===== src/rtl/assert_macros.svh =====
// Assertion macros shared by the RTL of the frame deframer.
// Each macro expects clk_i and rst_ni in the scope where it is used.
`ifndef ASSERT_MACROS_SVH
`define ASSERT_MACROS_SVH

// Same-cycle implication, disabled while reset is asserted.
`define ASSERT_SAME(label, ante, cons) \
  label: assert property (@(posedge clk_i) disable iff (!rst_ni) (ante) |-> (cons)) \
    else $error("same-cycle check failed");

// Next-cycle implication, disabled while reset is asserted.
`define ASSERT_NEXT(label, ante, cons) \
  label: assert property (@(posedge clk_i) disable iff (!rst_ni) (ante) |=> (cons)) \
    else $error("next-cycle check failed");

`endif


===== src/rtl/wsfd_pkg.sv =====
// Types, constants and helpers for the frame deframer.
// No dependencies.
package wsfd_pkg;

  localparam int unsigned CountWidth = 33;
  localparam logic [31:0] MaxFrameBytesReset = 32'd65536;

  typedef enum logic [2:0] {
    PH_BYTE0,
    PH_BYTE1,
    PH_EXTLEN,
    PH_MASK,
    PH_PAYLOAD
  } phase_e;

  typedef enum logic [1:0] {
    KIND_HEADER  = 2'd0,
    KIND_PAYLOAD = 2'd1,
    KIND_ERROR   = 2'd2
  } kind_e;

  typedef enum logic [1:0] {
    LEN_7BIT,
    LEN_16BIT,
    LEN_64BIT
  } len_form_e;

  localparam logic [6:0] LenCode16 = 7'd126;
  localparam logic [6:0] LenCode64 = 7'd127;
  localparam logic [3:0] ExtEnd16 = 4'd4;
  localparam logic [3:0] ExtEnd64 = 4'd10;
  localparam logic [3:0] HdrBytes7 = 4'd6;
  localparam logic [3:0] HdrBytes16 = 4'd8;
  localparam logic [3:0] HdrBytes64 = 4'd14;

  function automatic logic [3:0] hdr_bytes(input len_form_e form);
    logic [3:0] res;
    res = HdrBytes7;
    unique case (form)
      LEN_7BIT:  res = HdrBytes7;
      LEN_16BIT: res = HdrBytes16;
      LEN_64BIT: res = HdrBytes64;
      default:   res = HdrBytes7;
    endcase
    return res;
  endfunction

endpackage


===== src/rtl/websocket_frame_deframer.sv =====
// Frame deframer top level: header parse, length decode, payload unmask.
// Depends on wsfd_pkg and assert_macros.svh.
//
//   channel | direction | handshake                  | payload
//   in      | sink      | in_valid_i / in_ready_o    | data_byte_i
//   out     | source    | out_valid_o / out_ready_i  | kind, fin, opcode, length, hdr, data, last
//   cfg     | sink      | cfg_valid_i / cfg_ready_o  | cfg_data_i (max_frame_bytes)
//
// One byte per cycle; a result is registered and appears in the cycle after its byte is taken.
// The result register sets the rate: a byte is taken while it is empty or being drained.
// Reset clears the parse state and sets max_frame_bytes to 65536.
// After a size error every byte is taken and dropped until reset.
`include "assert_macros.svh"

module websocket_frame_deframer (
  input  logic        clk_i,
  input  logic        rst_ni,
  input  logic        in_valid_i,
  output logic        in_ready_o,
  input  logic [7:0]  data_byte_i,
  output logic        out_valid_o,
  input  logic        out_ready_i,
  output logic [1:0]  kind_o,
  output logic        fin_o,
  output logic [3:0]  opcode_o,
  output logic [63:0] payload_length_o,
  output logic [3:0]  header_bytes_o,
  output logic [7:0]  data_o,
  output logic        last_o,
  input  logic        cfg_valid_i,
  output logic        cfg_ready_o,
  input  logic [31:0] cfg_data_i
);

  localparam int unsigned CW = wsfd_pkg::CountWidth;

  wsfd_pkg::phase_e    phase_q, phase_d;
  wsfd_pkg::len_form_e len_form_q, len_form_d;
  logic [3:0]          header_index_q, header_index_d;
  logic [63:0]         length_accum_q, length_accum_d;
  logic [31:0]         mask_key_q, mask_key_d;
  logic [63:0]         payload_remaining_q, payload_remaining_d;
  logic [1:0]          key_position_q, key_position_d;
  logic [CW-1:0]       frame_count_q, frame_count_d;
  logic                fin_flag_q, fin_flag_d;
  logic [3:0]          message_opcode_q, message_opcode_d;
  logic                at_msg_start_q, at_msg_start_d;
  logic                error_halt_q, error_halt_d;
  logic [31:0]         max_frame_q;

  logic                out_valid_q, out_valid_d;
  wsfd_pkg::kind_e     res_kind_q, res_kind_d;
  logic                res_fin_q, res_fin_d;
  logic [3:0]          res_opcode_q, res_opcode_d;
  logic [63:0]         res_length_q, res_length_d;
  logic [3:0]          res_hdr_q, res_hdr_d;
  logic [7:0]          res_data_q, res_data_d;
  logic                res_last_q, res_last_d;

  logic                in_take;
  logic                emit;
  logic [CW-1:0]       count_inc;
  logic                over_limit;
  logic [3:0]          idx_inc;
  logic [63:0]         remaining_dec;
  logic [7:0]          key_byte;

  assign in_ready_o  = !out_valid_q || out_ready_i;
  assign in_take     = in_valid_i && in_ready_o;
  assign cfg_ready_o = 1'b1;

  assign count_inc     = (phase_q == wsfd_pkg::PH_BYTE0) ? CW'(1) : frame_count_q + CW'(1);
  assign over_limit    = count_inc > {1'b0, max_frame_q};
  assign idx_inc       = header_index_q + 4'd1;
  assign remaining_dec = payload_remaining_q - 64'd1;

  always_comb begin
    case (key_position_q)
      2'd0:    key_byte = mask_key_q[31:24];
      2'd1:    key_byte = mask_key_q[23:16];
      2'd2:    key_byte = mask_key_q[15:8];
      default: key_byte = mask_key_q[7:0];
    endcase
  end

  // Next phase
  always_comb begin
    phase_d = phase_q;
    if (in_take && !error_halt_q && !over_limit) begin
      unique case (phase_q)
        wsfd_pkg::PH_BYTE0: phase_d = wsfd_pkg::PH_BYTE1;
        wsfd_pkg::PH_BYTE1: begin
          if (data_byte_i[6:0] < wsfd_pkg::LenCode16) begin
            phase_d = wsfd_pkg::PH_MASK;
          end else begin
            phase_d = wsfd_pkg::PH_EXTLEN;
          end
        end
        wsfd_pkg::PH_EXTLEN: begin
          if ((len_form_q == wsfd_pkg::LEN_16BIT && idx_inc >= wsfd_pkg::ExtEnd16) ||
              (len_form_q != wsfd_pkg::LEN_16BIT && idx_inc >= wsfd_pkg::ExtEnd64)) begin
            phase_d = wsfd_pkg::PH_MASK;
          end
        end
        wsfd_pkg::PH_MASK: begin
          if (idx_inc >= wsfd_pkg::hdr_bytes(len_form_q)) begin
            phase_d = (length_accum_q == 64'd0) ? wsfd_pkg::PH_BYTE0 : wsfd_pkg::PH_PAYLOAD;
          end
        end
        wsfd_pkg::PH_PAYLOAD: begin
          if (remaining_dec == 64'd0) begin
            phase_d = wsfd_pkg::PH_BYTE0;
          end
        end
        default: phase_d = wsfd_pkg::PH_BYTE0;
      endcase
    end
  end

  // Datapath and result
  always_comb begin
    len_form_d          = len_form_q;
    header_index_d      = header_index_q;
    length_accum_d      = length_accum_q;
    mask_key_d          = mask_key_q;
    payload_remaining_d = payload_remaining_q;
    key_position_d      = key_position_q;
    frame_count_d       = frame_count_q;
    fin_flag_d          = fin_flag_q;
    message_opcode_d    = message_opcode_q;
    at_msg_start_d      = at_msg_start_q;
    error_halt_d        = error_halt_q;
    emit                = 1'b0;
    res_kind_d          = wsfd_pkg::KIND_HEADER;
    res_fin_d           = fin_flag_q;
    res_opcode_d        = message_opcode_q;
    res_length_d        = length_accum_q;
    res_hdr_d           = wsfd_pkg::hdr_bytes(len_form_q);
    res_data_d          = 8'd0;
    res_last_d          = 1'b0;

    if (in_take && !error_halt_q) begin
      if (over_limit) begin
        error_halt_d = 1'b1;
        emit         = 1'b1;
        res_kind_d   = wsfd_pkg::KIND_ERROR;
        res_fin_d    = 1'b0;
        res_opcode_d = 4'd0;
        res_length_d = 64'd0;
        res_hdr_d    = 4'd0;
        res_last_d   = 1'b1;
      end else begin
        frame_count_d = count_inc;
        unique case (phase_q)
          wsfd_pkg::PH_BYTE0: begin
            fin_flag_d = data_byte_i[7];
            if (at_msg_start_q) begin
              message_opcode_d = data_byte_i[3:0];
            end
            at_msg_start_d      = data_byte_i[7];
            header_index_d      = 4'd1;
            len_form_d          = wsfd_pkg::LEN_7BIT;
            length_accum_d      = 64'd0;
            mask_key_d          = 32'd0;
            key_position_d      = 2'd0;
            payload_remaining_d = 64'd0;
          end
          wsfd_pkg::PH_BYTE1: begin
            header_index_d = 4'd2;
            if (data_byte_i[6:0] == wsfd_pkg::LenCode16) begin
              len_form_d     = wsfd_pkg::LEN_16BIT;
              length_accum_d = 64'd0;
            end else if (data_byte_i[6:0] == wsfd_pkg::LenCode64) begin
              len_form_d     = wsfd_pkg::LEN_64BIT;
              length_accum_d = 64'd0;
            end else begin
              len_form_d     = wsfd_pkg::LEN_7BIT;
              length_accum_d = {57'd0, data_byte_i[6:0]};
            end
          end
          wsfd_pkg::PH_EXTLEN: begin
            length_accum_d = {length_accum_q[55:0], data_byte_i};
            header_index_d = idx_inc;
          end
          wsfd_pkg::PH_MASK: begin
            mask_key_d     = {mask_key_q[23:0], data_byte_i};
            header_index_d = idx_inc;
            if (idx_inc >= wsfd_pkg::hdr_bytes(len_form_q)) begin
              payload_remaining_d = length_accum_q;
              key_position_d      = 2'd0;
              emit                = 1'b1;
              res_last_d          = (length_accum_q == 64'd0);
            end
          end
          wsfd_pkg::PH_PAYLOAD: begin
            key_position_d      = key_position_q + 2'd1;
            payload_remaining_d = remaining_dec;
            emit                = 1'b1;
            res_kind_d          = wsfd_pkg::KIND_PAYLOAD;
            res_data_d          = data_byte_i ^ key_byte;
            res_last_d          = (remaining_dec == 64'd0);
          end
          default: ;
        endcase
      end
    end

    if (emit) begin
      out_valid_d = 1'b1;
    end else if (out_ready_i) begin
      out_valid_d = 1'b0;
    end else begin
      out_valid_d = out_valid_q;
    end
  end

  always_ff @(posedge clk_i or negedge rst_ni) begin
    if (!rst_ni) begin
      phase_q             <= wsfd_pkg::PH_BYTE0;
      len_form_q          <= wsfd_pkg::LEN_7BIT;
      header_index_q      <= 4'd0;
      length_accum_q      <= 64'd0;
      mask_key_q          <= 32'd0;
      payload_remaining_q <= 64'd0;
      key_position_q      <= 2'd0;
      frame_count_q       <= '0;
      fin_flag_q          <= 1'b0;
      message_opcode_q    <= 4'd0;
      at_msg_start_q      <= 1'b1;
      error_halt_q        <= 1'b0;
      max_frame_q         <= wsfd_pkg::MaxFrameBytesReset;
      out_valid_q         <= 1'b0;
    end else begin
      phase_q             <= phase_d;
      len_form_q          <= len_form_d;
      header_index_q      <= header_index_d;
      length_accum_q      <= length_accum_d;
      mask_key_q          <= mask_key_d;
      payload_remaining_q <= payload_remaining_d;
      key_position_q      <= key_position_d;
      frame_count_q       <= frame_count_d;
      fin_flag_q          <= fin_flag_d;
      message_opcode_q    <= message_opcode_d;
      at_msg_start_q      <= at_msg_start_d;
      error_halt_q        <= error_halt_d;
      out_valid_q         <= out_valid_d;
      if (cfg_valid_i && cfg_ready_o) begin
        max_frame_q <= cfg_data_i;
      end
    end
  end

  always_ff @(posedge clk_i) begin
    if (emit) begin
      res_kind_q   <= res_kind_d;
      res_fin_q    <= res_fin_d;
      res_opcode_q <= res_opcode_d;
      res_length_q <= res_length_d;
      res_hdr_q    <= res_hdr_d;
      res_data_q   <= res_data_d;
      res_last_q   <= res_last_d;
    end
  end

  assign out_valid_o      = out_valid_q;
  assign kind_o           = res_kind_q;
  assign fin_o            = res_fin_q;
  assign opcode_o         = res_opcode_q;
  assign payload_length_o = res_length_q;
  assign header_bytes_o   = res_hdr_q;
  assign data_o           = res_data_q;
  assign last_o           = res_last_q;

  `ASSERT_SAME(a_error_is_last, out_valid_q && res_kind_q == wsfd_pkg::KIND_ERROR, res_last_q)
  `ASSERT_NEXT(a_halt_is_silent, error_halt_q && (!out_valid_q || out_ready_i), !out_valid_q)
  `ASSERT_SAME(a_payload_nonzero, phase_q == wsfd_pkg::PH_PAYLOAD, payload_remaining_q != 64'd0)
  `ASSERT_NEXT(a_error_halts, in_take && !error_halt_q && over_limit, error_halt_q)

endmodule

===== config.mk =====
export PLATFORM = sky130hd
export DESIGN_NAME = websocket_frame_deframer
export DESIGN_NICKNAME = d
export VERILOG_FILES = /design/src/rtl/wsfd_pkg.sv /design/src/rtl/websocket_frame_deframer.sv
export VERILOG_INCLUDE_DIRS = /design/src /design/src/rtl
export SDC_FILE = /design/constraint.sdc
export NUM_CORES = 1
export LEC_CHECK = 0
export BUFFER_PORTS_ARGS = -buffer_cell sky130_fd_sc_hd__clkbuf_2
export CORE_UTILIZATION = 55
export DETAILED_ROUTE_END_ITERATION = 10
export GPL_TIMING_DRIVEN = 0
export PLACE_DENSITY = 0.81
export SLEW_MARGIN = 40
export SYNTH_ARGS = -nofsm -noshare
export SYNTH_HDL_FRONTEND = slang
export SYNTH_SLANG_ARGS = --single-unit

===== constraint.sdc =====
create_clock -name clk_i -period 8.4 [get_ports clk_i]
set_clock_uncertainty 0.2 [all_clocks]
set_input_delay 0.42 -clock clk_i [delete_from_list [all_inputs] [get_ports clk_i]]
set_output_delay 0.42 -clock clk_i [all_outputs]
set_load 0.05 [all_outputs]

==> results.py, run 1 <==
metrics = {
    "sta": {
        "maxSlewHeadroom_pct": 37.2,
        "fmax_mhz": 162,
        "rsz0062_at_grt": "false",
        "final.min_clock_period_ns": 6.16,
        "report.final.slew_viol_count": 0,
        "hold_viol": 0,
        "tightest_slew_ns": 0.935,
        "finalSetupViolCount": 0,
        "final.period_utilization_pct": 73.4,
        "fin_tns_setup_ns": 0,
    },
    "flow_run": {
        "drv_cap": 0,
    },
    "synth": {
        "synthTopCellsByCount": "242 x dfrtp_1, 224 x nand2_1, 223 x o21ai_0",
        "ys_seq_area_share_pct": 50.6,
        "synth_largest_area_cell": "dfrtp_1",
        "synthAdderAreaFrac_pct": 3.25,
        "synth_edf_count": 82,
        "synth_top_area_share_pct": 35.8,
        "syn_inst": 1757,
        "synth-seq-cells": 326,
        "synthMuxAreaShare_pct": 2.71,
        "ys_top_cells_by_area": "dfrtp_1 36%, edfxtp_1 15%, o21ai_0 6.6%, nand2_1 5.0%, ha_1 3.3%",
        "synth_compound_area_share_pct": 15.6,
        "synth_ff_type": "dfrtp_1",
        "synth-simple-area-share_pct": 20.9,
        "synth_cell_type_count": 75,
        "syn_nets": 1846,
        "synth_top_family_by_area": "simple AND/OR/NAND/NOR gates",
        "yosysWarningCount": 0,
        "async_flop_share_pct": 74.8,
        "synth_area_per_cell_um2": 9.63,
        "synth_xor_xnor_area_share_pct": 2.90,
        "syn-cell-area_um2": 16900,
        "yosysMostFrequentCell": "dfrtp_1",
    },
    "power": {
        "peakVddDrop_mv": 0.227,
        "p_leak_nw": 8.53,
        "powerDensity_nw_per_um2": 212,
    },
    "routing": {
        "drt_iter0_drc": 1670,
        "routed_wl_um": 52500,
        "wl_per_cell_um": 22.0,
        "ant_nets": 0,
        "post-route-drc-count": 0,
        "first_pass_iters": 6,
        "dr_total_vias": 15200,
        "routed_via_density": 6.36,
    },
    "worst_setup_path": {
        "cp-start-kind": "register",
        "criticalPathCategory": "register to register",
        "worstPathMaxFanout": 10,
        "crit_required_ns": 8.54,
        "end_kind": "register",
        "critPathArrivalTime_ns": 6.30,
    },
    "floorplanning": {
        "std_cell_rows": 63,
        "die_h_um": 177,
        "die-area_um2": 31500,
        "start_util_pct": 56.5,
        "die_w_um": 177,
        "io_pins": 132,
        "core_um2": 30000,
    },
    "cts": {
        "path_clk_slew_ns": 0.06,
        "cts_max_path_buffers": 3,
        "numCtsBuffers": 35,
        "cts_setup_buffers": 0,
        "post_cts_resized": 0,
        "htree_levels": 2,
        "clock_sinks": 326,
        "cts.root.buffer_cell": "clkbuf_16",
        "worstSkewPairLatency_ns": 0.54,
        "cts_tree": "built",
    },
    "grt": {
        "grt_max_degree": 68,
        "grt_pass1_wl_um": 82000,
        "grt_usage_pct": 33.8,
        "overflow": 0,
        "grt_pass1_vias": 14700,
        "grt_antenna_before_repair": 1,
    },
    "cells_and_area": {
        "drive_above_1_share_pct": 13.9,
        "stdcell_count": 2385,
        "area_delta_synth_final_pct": 17.3,
        "final_nets": 2057,
        "diodes": 0,
    },
    "placed_design": {
        "place_congestion": 1.03,
        "dpl.hpwl_um": 37100,
        "portBuffers": 128,
        "dp.cells": 2283,
    },
    "worst_hold_path": {
        "hold_path_class": "input pin to register",
    },
    "outcome": {
        "status": "finished, final reports clean",
    },
}
-- layout by cell type, fill, tap and decap left out, types with 15 or more instances in the layout --
cell type      synthesis  final
nand4_1               39     39
and3_1                15     15
ha_1                  44     44
a22oi_1               23     23
inv_1                 55     55
dlygate4sd3_1          0     38
clkbuf_16              0     35
mux2_2                38     38
xnor2_1               27     27
nand2_1              224    224
nand3_1               26     26
clkbuf_1              89    100
nor2_1               127    127
o21ai_0              223    223
a21oi_1               68     67
a22o_1                32     32
nor2b_1               79     79
clkbuf_2               0    127
a32oi_1               17     17
buf_2                 16     16
edfxtp_1              82     82
nor3_1                49     47
xor2_1                29     29
dfrtp_1              242    242
nor4_1                48     45
-- power by group --
part | switching, mW | internal [mW]
clock | 0.643 | 0.974
sequential | 0.0955 | 1.71
combinational | 0.527 | 0.264
-- cell type report --
cell class              instances  area, µm²
inverters                      55        206
well taps                     390        488
plain buffers                 111        459
clock inverters                10        190
repair buffers                174       1180
fillers                      2326      10100
multi-input cells            1265       7730
clock buffers                  54       1030
flip-flops and latches        326       8570
-- routing by layer --
layer  vias to the layer above  GRT usage, %  share of wire (%)
met5                         -             0              0.034
met4                         2          13.0                4.0
met3                       162          6.53                9.5
met2                       877          54.8                 47
met1                      7363          44.7                 40
li1                       6775             -                  -
-- logic make-up (layout without fill, tap and decap cells) --
kind of cell	after synthesis	in the layout
simple gates	686	686
compound gates	436	436
flops	326	326
buf+inv	166	404
xor+xnor	56	56
fa+ha+maj	44	44
mux	41	41
other cells	2	2
-- flip-flops by register name, summed over array words and instances, names as in the netlist, 3 cells and up --
| signal | cells |
|---|---|
| length_accum_q | 64 |
| phase_q | 3 |
| opcode_o | 4 |
| frame_count_q | 33 |
| payload_length_o | 64 |
| max_frame_q | 32 |
| payload_remaining_q | 64 |
| message_opcode_q | 4 |
| mask_key_q | 32 |
| data_o | 8 |
| header_index_q | 4 |
-- final timing paths --
check	from	to	slack, ns	cells after the start
setup / recovery	frame_count_q[0]	payload_length_o[11]	2.24	18
hold reg to reg	error_halt_q	error_halt_q	0.26	1
setup reg to reg	frame_count_q[0]	payload_length_o[11]	2.24	18
hold / removal	data_byte_i[5]	length_accum_q[5]	0.01	3
min in group asynchronous	rst_ni	payload_remaining_q[30]	0.24	2
max in group asynchronous	rst_ni	message_opcode_q[3]	6.71	4
-- worst max-delay path, cell delays in order, from the launching register on --
cell and delay (ns):
dfrtp_1 0.40, ha_1 0.24, and4_1 0.19, clkbuf_1 0.24
nand3_1 0.18, nor2b_1 0.33, nand2b_1 0.23, or3_1 0.36
a21oi_1 0.21, ha_1 0.29, a21oi_1 0.16, o21ai_0 0.20
a211o_1 0.38, or4_1 0.56, o2111a_1 0.24, nor3b_1 0.58
nor2_2 0.31, clkbuf_1 0.33, nor2b_1 0.32
-- stage by stage --
| stage | total power [mW] | worst slack [ns] | hold slack [ns] | instance area [µm²] | utilization, % |
|---|---|---|---|---|---|
| after floorplan | 2.35 | 0.664 | -0.0756 | 16900 | - |
| after global placement | 2.55 | -1.79 | 0.253 | 18100 | 60.3 |
| after detailed placement | 2.59 | 2.43 | 0.241 | 18200 | 60.9 |
| after CTS | 4.21 | 2.39 | 0.00146 | 19800 | 66.2 |
| after global routing | 4.38 | 1.92 | 0.0269 | 19900 | 66.3 |
| final | 4.22 | 2.24 | 0.0111 | 19900 | 66.3 |
-- timing repair --
| action | CTS | global route |
|---|---|---|
| setup endpoints to repair | 0 | 0 |
| hold buffers | 38 | 0 |
| endpoints found under the hold margin | 92 | 0 |
No activity file was read; power rests on OpenSTA's default activity.
==> run 2: changes to the inputs <==
--- a/config.mk
+++ b/config.mk
@@ -10,7 +10,7 @@
 export CORE_UTILIZATION = 55
 export DETAILED_ROUTE_END_ITERATION = 10
 export GPL_TIMING_DRIVEN = 0
-export PLACE_DENSITY = 0.81
+export PLACE_DENSITY = 0.84
 export SLEW_MARGIN = 40
 export SYNTH_ARGS = -nofsm -noshare
 export SYNTH_HDL_FRONTEND = slang
==> constraint.sdc (replaced) <==
create_clock -name clk_i -period 5.4 [get_ports clk_i]
set_clock_uncertainty 0.2 [all_clocks]
set_input_delay 0.27 -clock clk_i [delete_from_list [all_inputs] [get_ports clk_i]]
set_output_delay 0.27 -clock clk_i [all_outputs]
set_load 0.05 [all_outputs]
==> run 2 against run 1 <==
  * Core utilization rose by 0.17 points
  * Largest power group unchanged
  * Largest cell class unchanged
  * Fmax rose by 18%
  * Hold slack improved by 0.074 ns
  * Global-route usage rose by 0.56 points
==> results.py, run 2 (synthesis results as in run 1) <==
metrics = {
    "outcome": {
        "status": "finished, final reports clean",
    },
    "worst_setup_path": {
        "crit_required_ns": 5.45,
        "end_kind": "register",
        "critPathMaxStageDelay_ns": 0.60,
        "crit_buf_inv": 3,
        "criticalPathCategory": "register to register",
        "worstPathMaxFanout": 10,
        "crit_path_frequent_cell": "clkbuf_1",
        "path_cells": "clkbuf_1, nor3_4, clkbuf_1, nor2_1, ha_1, nand4_1, nor4_2, o31a_1, or4_1, o2111a_2, nor3b_4, nor2_2, clkbuf_1, nor2b_1",
        "cp.depth": 14,
        "cp_slowest_cell": "nor2_2",
        "cp-start-kind": "register",
        "reg2reg_depth": 14,
        "critPathArrivalTime_ns": 5.29,
        "crit_family": "simple AND/OR/NAND/NOR gates",
    },
    "power": {
        "powerDensity_nw_per_um2": 322,
        "switchingPower_mw": 1.98,
        "clockPowerShare_pct": 36.8,
        "swShare_pct": 30.8,
        "intPower_mw": 4.44,
        "peakVddDrop_mv": 0.279,
        "pwr-share-seq_pct": 43.9,
        "p_leak_nw": 8.53,
        "comb_power_share_pct": 19.3,
        "power_mw": 6.41,
    },
    "placed_design": {
        "portBuffers": 128,
        "place_congestion": 1.04,
        "dpl.hpwl_um": 36600,
        "post-place-ws_ns": -0.694,
        "postPlaceCellArea_um2": 18200,
        "dp.cells": 2282,
    },
    "cells_and_area": {
        "final_nets": 2063,
        "stdcell_count": 2390,
        "fill_cells": 2244,
        "final_common_cell": "dfrtp_1",
        "final_cell_mix": "242 x dfrtp_1, 223 x nand2_1, 222 x o21ai_0",
        "area_delta_synth_final_pct": 17.6,
        "finish.utilization_pct": 66.5,
        "drive_above_1_share_pct": 14.8,
        "multiInputGateArea_um2": 7800,
        "register_area_um2": 8570,
        "design_area_um2": 19900,
        "diodes": 0,
    },
    "routing": {
        "first_pass_iters": 7,
        "ant_nets": 0,
        "top_layer": "met4",
        "routed_wl_um": 53400,
        "wl_per_cell_um": 22.3,
        "drt_iter0_drc": 2226,
        "post-route-drc-count": 0,
        "wl_met3_um": 5450,
        "routed_via_density": 6.41,
        "wl_met2_um": 24500,
        "drt-met1-wl_um": 20600,
        "dr_total_vias": 15300,
    },
    "sta": {
        "whs_ns": 0.0851,
        "fin_tns_setup_ns": 0,
        "hold_viol": 0,
        "final.min_clock_period_ns": 5.24,
        "report.final.slew_viol_count": 0,
        "maxSlewHeadroom_pct": 37.3,
        "fmax_mhz": 191,
        "final.period_utilization_pct": 97.0,
        "finalSetupViolCount": 0,
        "fin_ws_ns": 0.161,
        "tightest_slew_ns": 0.933,
    },
    "cts": {
        "path_clk_slew_ns": 0.07,
        "worstSkewPairLatency_ns": 0.54,
        "numCtsBuffers": 34,
        "cts.root.buffer_cell": "clkbuf_16",
        "cts_tree": "built",
        "cts_max_path_buffers": 3,
        "clock_sinks": 326,
        "htree_levels": 2,
    },
    "grt": {
        "grt_max_degree": 70,
        "grt_antenna_before_repair": 0,
        "grt_pass1_wl_um": 83300,
        "grt_pass1_vias": 14900,
        "grt_usage_pct": 34.3,
        "overflow": 0,
    },
    "floorplanning": {
        "io_pins": 132,
        "die-area_um2": 31500,
        "die_w_um": 177,
        "core_um2": 30000,
        "die_h_um": 177,
        "std_cell_rows": 63,
        "start_util_pct": 56.5,
    },
    "worst_hold_path": {
        "hold_path_class": "input pin to async pin",
    },
    "flow_run": {
        "drv_cap": 0,
    },
}
==> run 2: path summary, 6_finish.rpt <==
check / start / endpoint / slack [ns]
max in group asynchronous: rst_ni / at_msg_start_q / 3.77
min in group clk_i: cfg_valid_i / max_frame_q[0] / 0.09
worst max register to register: phase_q[2] / payload_length_o[9] / 0.16
worst min-delay path: rst_ni / payload_remaining_q[34] / 0.09
worst min register to register: error_halt_q / error_halt_q / 0.27
worst max-delay path: phase_q[2] / payload_length_o[9] / 0.16
==> run 2: worst reg2reg max path, delay by kind of cell, from the launching register on <==
kind,cells,cell delay (ns)
and+or+nand+nor,8,2.30
DFF,1,0.39
buffers and inverters,3,1.19
adders and majority gates,1,0.35
AOI/OAI and AO/OA,2,0.52
==> run 2: per-layer routing <==
| metal | vias up | GRT usage (%) |
|---|---|---|
| met1 | 7398 | 45.4 |
| li1 | 6783 | - |
| met5 | - | 0 |
| met3 | 205 | 6.98 |
| met2 | 936 | 54.0 |
| met4 | 0 | 16.6 |
==> run 2: power groups by stage <==
stage	logic (mW)	clock network (mW)	registers [mW]
final	1.24	2.36	2.81
after global placement	1.12	0	2.85
after CTS	1.21	2.37	2.81
after floorplan	0.757	0	2.90
after detailed placement	1.16	0	2.85
after global routing	1.36	2.47	2.83
==> run 2: timing repair <==
action	in CTS	in global routing
buffers inserted	1	2
setup endpoints to repair	352	292
pin swaps	1	2
resized for setup	15	15
hold buffers	44	0
hold endpoints to repair	138	0
==> run 2: layout make-up <==
cell class,instances,share of cell area (%)
sequential,326,43.1
multi-input combinational,1265,39.2
clock buffer,47,4.83
buffer,109,2.31
inverter,55,1.04
tap,390,2.45
clock inverter,15,0.723
timing repair buffer,183,6.42
